==> src/rtl/core/qmr_pkg.sv <==
// shared constants, types and op codes of the quaternion multiply / rotate unit
package qmr_pkg;

  localparam int unsigned ANGLE_BITS = 12;
  localparam int unsigned FRAC_BITS  = 14;
  localparam int unsigned COMP_W     = 16;

  // quarter-wave index, 0 .. 2^(ANGLE_BITS-2) inclusive
  localparam int unsigned QIDX_W = ANGLE_BITS - 1;
  // sine / cosine magnitude, 0 .. 2^FRAC_BITS inclusive
  localparam int unsigned MAG_W  = FRAC_BITS + 1;
  localparam int unsigned TRIG_W = FRAC_BITS + 2;
  // second multiplicand of the hamilton product (b, or scaled axis and cosine)
  localparam int unsigned OPND_W = (COMP_W + 1 > FRAC_BITS + 2) ? COMP_W + 1 : FRAC_BITS + 2;
  localparam int unsigned AXP_W  = COMP_W + TRIG_W;
  localparam int unsigned PROD_W = COMP_W + OPND_W;
  localparam int unsigned SUM_W  = PROD_W + 3;

  typedef enum logic [1:0] {
    OP_MUL  = 2'd0,
    OP_ROT  = 2'd1,
    OP_CONJ = 2'd2
  } qmr_op_e;

  typedef logic signed [COMP_W-1:0]     comp_t;
  typedef logic signed [TRIG_W-1:0]     trig_t;
  typedef logic signed [OPND_W-1:0]     opnd_t;
  typedef logic signed [ANGLE_BITS-1:0] angle_t;

  // component order is x, y, z, w at index 0 .. 3
  typedef struct packed {
    logic [1:0]  op;
    comp_t [3:0] a;
    comp_t [3:0] b;
    angle_t      angle;
  } qmr_req_t;

  typedef struct packed {
    qmr_req_t req;
    trig_t    s;
    trig_t    c;
  } qmr_trig_t;

  typedef struct packed {
    logic [1:0]  op;
    comp_t [3:0] a;
    opnd_t [3:0] bo;
  } qmr_opnd_t;

  typedef struct packed {
    comp_t [3:0] q;
  } qmr_rsp_t;

endpackage

==> src/rtl/core/qmr_axis.sv <==
// axis scaling pipeline: axis times sine, rounding, operand select
module qmr_axis import qmr_pkg::*; (
  input  logic      clk_i,
  input  logic      rst_ni,
  input  logic      in_valid_i,
  output logic      in_ready_o,
  input  qmr_trig_t in_data_i,
  output logic      out_valid_o,
  input  logic      out_ready_i,
  output qmr_opnd_t out_data_o
);

  typedef logic signed [AXP_W-1:0] axp_t;
  typedef logic signed [AXP_W:0]   axr_t;

  localparam axr_t HALF = axr_t'(1) << (FRAC_BITS - 1);

  typedef struct packed {
    qmr_req_t   req;
    trig_t      c;
    axp_t [2:0] p;
  } st4_t;

  logic [1:0] vld_q;
  logic [1:0] rdy;
  st4_t       st4_d, st4_q;
  qmr_opnd_t  st5_d, st5_q;

  assign rdy[1]      = !vld_q[1] || out_ready_i;
  assign rdy[0]      = !vld_q[0] || rdy[1];
  assign in_ready_o  = rdy[0];
  assign out_valid_o = vld_q[1];
  assign out_data_o  = st5_q;

  // stage 4: axis components times sine
  always_comb begin
    st4_d.req = in_data_i.req;
    st4_d.c   = in_data_i.c;
    for (int i = 0; i < 3; i++) begin
      st4_d.p[i] = axp_t'(in_data_i.req.b[i]) * axp_t'(in_data_i.s);
    end
  end

  // stage 5: round half up, then build the second multiplicand
  axr_t [2:0] r;
  always_comb begin
    st5_d.op = st4_q.req.op;
    st5_d.a  = st4_q.req.a;
    for (int i = 0; i < 3; i++) begin
      r[i] = (axr_t'(st4_q.p[i]) + HALF) >>> FRAC_BITS;
    end
    if (st4_q.req.op == OP_ROT) begin
      for (int i = 0; i < 3; i++) begin
        st5_d.bo[i] = opnd_t'(r[i]);
      end
      st5_d.bo[3] = opnd_t'(st4_q.c);
    end else begin
      for (int i = 0; i < 4; i++) begin
        st5_d.bo[i] = opnd_t'(st4_q.req.b[i]);
      end
    end
  end

  always_ff @(posedge clk_i or negedge rst_ni) begin
    if (!rst_ni) begin
      vld_q <= '0;
    end else begin
      if (rdy[0]) vld_q[0] <= in_valid_i;
      if (rdy[1]) vld_q[1] <= vld_q[0];
    end
  end

  always_ff @(posedge clk_i) begin
    if (rdy[0] && in_valid_i) st4_q <= st4_d;
    if (rdy[1] && vld_q[0])   st5_q <= st5_d;
  end

endmodule

==> config.mk <==
export PLATFORM = sky130hd
export DESIGN_NAME = qmr_axis
export DESIGN_NICKNAME = d
export VERILOG_FILES = /design/src/rtl/core/qmr_pkg.sv /design/src/rtl/core/qmr_axis.sv
export SDC_FILE = /design/constraint.sdc
export NUM_CORES = 2
export LEC_CHECK = 0
export ABC_AREA = 1
export BUFFER_PORTS_ARGS = -buffer_cell sky130_fd_sc_hd__buf_2
export CAP_MARGIN = 20
export CORE_MARGIN = 4
export CORE_UTILIZATION = 63
export CTS_CLUSTER_SIZE = 40
export DETAILED_ROUTE_END_ITERATION = 8
export PLACE_DENSITY_LB_ADDON = 0.08
export SETUP_SLACK_MARGIN = 0.15
export SLEW_MARGIN = 25
export SYNTH_ARGS = -nofsm -noshare
export SYNTH_HDL_FRONTEND = slang
export SYNTH_SLANG_ARGS = --single-unit
==> constraint.sdc <==
create_clock -name clk_i -period 9.58 [get_ports clk_i]
set_input_delay 1.916 -clock clk_i [delete_from_list [all_inputs] [get_ports clk_i]]
set_output_delay 1.916 -clock clk_i [all_outputs]
set_load 0.02 [all_outputs]
==> results.yml <==
routing:
  num_vias: 30643
  via_per_inst: 5.17
  dr.first_iter.drc_count: 1937
  routed_wl_mm: 102
  firstDrtPassIters: 5
  drc: 0
  ant_nets: 0
  post_drt_wl_per_cell_um: 17.1
setup_path:
  max_stage_delay_ns: 0.73
  path_delay_family: "adder cells"
  critPathRequiredTime_ns: 9.85
  crit_chain: "buf_2 > buf_4 > nand2_1 > inv_1 > fa_1 > inv_1 > fa_1 > inv_1 > fa_1 > fa_1 > fa_1 > inv_1 > fa_1 > inv_1 > ha_1 > nand2_1 > inv_1 > a21oi_1 > a21boi_0 > nand3_1 > nand2_1 > nand2_1"
  slowest_stage: "fa_1"
  path_buf_inv: 8
  path_max_fanout: 20
  start_kind: "input port"
  arrival_ns: 7.74
  critPathCaptureType: "flip-flop"
  critPathKind: "input port to flip-flop"
layout:
  fillers: 5541
  layout-drive-gt1-share_pct: 8.41
  syn2layout_area_growth_pct: 7.65
  final_nets: 6208
  fin_area_um2: 45900
  ff_latch_area_um2: 10000
  multi_input_area_um2: 26900
min_path:
  hold_class: "flip-flop to flip-flop"
place:
  finalWeightedCongestion: 0.917
  dpl_cell_area_um2: 44900
  port_buffers: 301
  pre_cts_ws_ns: 1.56
  place_hpwl_mm: 79.9
floorplanning:
  row_count: 95
  coreArea_um2: 67200
  initial_utilization_pct: 63.5
  die_h_um: 268
  die_w_um: 268
  ios: 314
  die_area_um2: 72000
logic_synthesis:
  netlist_area_um2: 42700
  synth-seq-cells: 335
  syn_inst: 4835
  synth-edff-count: 333
  synth.distinct_cells: 43
  synth-warning-count: 0
  synth_nets: 6012
  synthArstFlopShare_pct: 0.597
  synth-seq-area-share_pct: 23.6
  syn_area_per_cell_um2: 8.82
  synth_ff_type: "edfxtp_1"
timing:
  hold_viol: 0
  whs_ns: 0.409
  setup_ws_ns: 2.11
  period_needed_ns: 7.47
  rsz0062_at_grt: "no"
  slew_headroom_pct: 33.4
  post-route-period-util_pct: 78.0
  slew_viol_final: 0
  timing.setup.tns_ns: 0
  final-setup-viol-count: 0
  fin_skew_ns: 0.0195
  max_freq_mhz: 134
  tightest_slew_ns: 0.999
status:
  status: "complete, no violations"
flow_run:
  max_cap_viol_count: 0
global_route:
  grt_use_total_pct: 29.2
  grt_max_degree: 123
  grt_pass1_wl_mm: 166
  grt-ovfl-total: 0
  antenna_found_initial: 2
  grt_pass1_vias: 32244
cts:
  htreeDepth: 2
  clk_pin_slew_worst_paths_ns: 0.06
  postCtsResizedCells: 0
  clock_path_buffers: 3
  cts_sinks: 335
  cts_hold_buf: 0
  clock_latency_ns: 0.54
  clockRootBuffer: "clkbuf_16"
  post_cts_buffers: 0
  cts_tree: "done"
  numCtsBuffers: 35
## cell usage after synthesis (4+ instances only)
cell         n  area (µm²)
nor2_4       7        78.8
buf_2        7        35.0
o21bai_1    12        90.1
xnor2_1     29         254
o21ai_1     11        55.1
nor2_1     202         758
nor2_2       6        37.5
fa_1       765       15300
ha_1       234        2930
buf_1       29         109
a21oi_1     96         480
nand2_1   1273        4780
edfxtp_1   333       10000
xor2_1      53         464
or2_2       14        87.6
nand3_1    100         500
nand4_1     27         169
nand3_2      4        40.0
o21ai_0     62         310
clkbuf_1   134         503
nor3_1      22         110
nor4_1       6        37.5
nand3b_1     7        52.6
a21o_1      12        90.1
inv_1     1354        5080
nand2_2      8        50.1
o21a_1       4        30.0
## cell families (layout without fill, tap and decap cells)
family	Yosys count	after routing	share of synthesized area (%)
buffers and inverters	1531	1751	13.5
other	0	2	0
XOR/XNOR	82	82	1.68
adder cells (fa/ha/maj)	999	999	42.8
AO/OA/AOI/OAI	204	204	2.64
flip-flops	335	335	23.6
AND/OR/NAND/NOR	1684	1684	15.9
## metal layers
metal / track usage, % / vias to the layer above / routed length (µm)
met5: 0 / - / 0
met4: 6.06 / 0 / 1930
met3: 2.96 / 133 / 5880
met2: 52.0 / 913 / 52000
met1: 39.5 / 15164 / 41800
li1: - / 14433 / -
## registers in the layout, summed over array words and instances, names as in the netlist
register	cells
out_data_o	133
st4_q	200
vld_q	2
## cells in the final DEF, fill, tap and decap left out, types with 29 or more instances in the layout
cell and count:
edfxtp_1 333, buf_4 29, buf_2 301, nand3_1 100, inv_1 1353, a21oi_1 95, nand2_1 1273, xnor2_1 29
ha_1 234, o21ai_0 62, nor2_1 201, xor2_1 53, fa_1 765, clkbuf_16 35
## metrics by stage
stage               cells  util (%)
global placement     5867      66.8
floorplan            4835         -
finish               5930      68.4
CTS                  5928      68.4
detailed placement   5867      66.8
global route         5929      68.4
## worst paths after layout
kind	start	end	slack (ns)	cells past startpoint
min in group asynchronous	rst_ni	vld_q[0]	1.15	1
max in group asynchronous	rst_ni	vld_q[1]	8.33	1
worst max register to register	vld_q[1]	out_data_o[13]	6.74	3
worst min register to register	st4_q[239]	out_data_o[119]	0.41	0
worst max-delay path	in_data_i[17]	st4_q[88]	2.11	22
worst min-delay path	st4_q[239]	out_data_o[119]	0.41	0
## layout make-up
type | instances | area share (%)
antenna | 2 | 0.0109
clock buffer | 47 | 2.01
clock inverter | 14 | 0.264
inverter | 1358 | 11.1
multi-input combinational | 2969 | 58.5
sequential | 335 | 21.9
tap | 873 | 2.38
timing repair buffer | 332 | 3.84
Power is left out: the tool's default activity adds up to more than one toggle a clock period on the data nets, which glitch-free logic cannot reach.
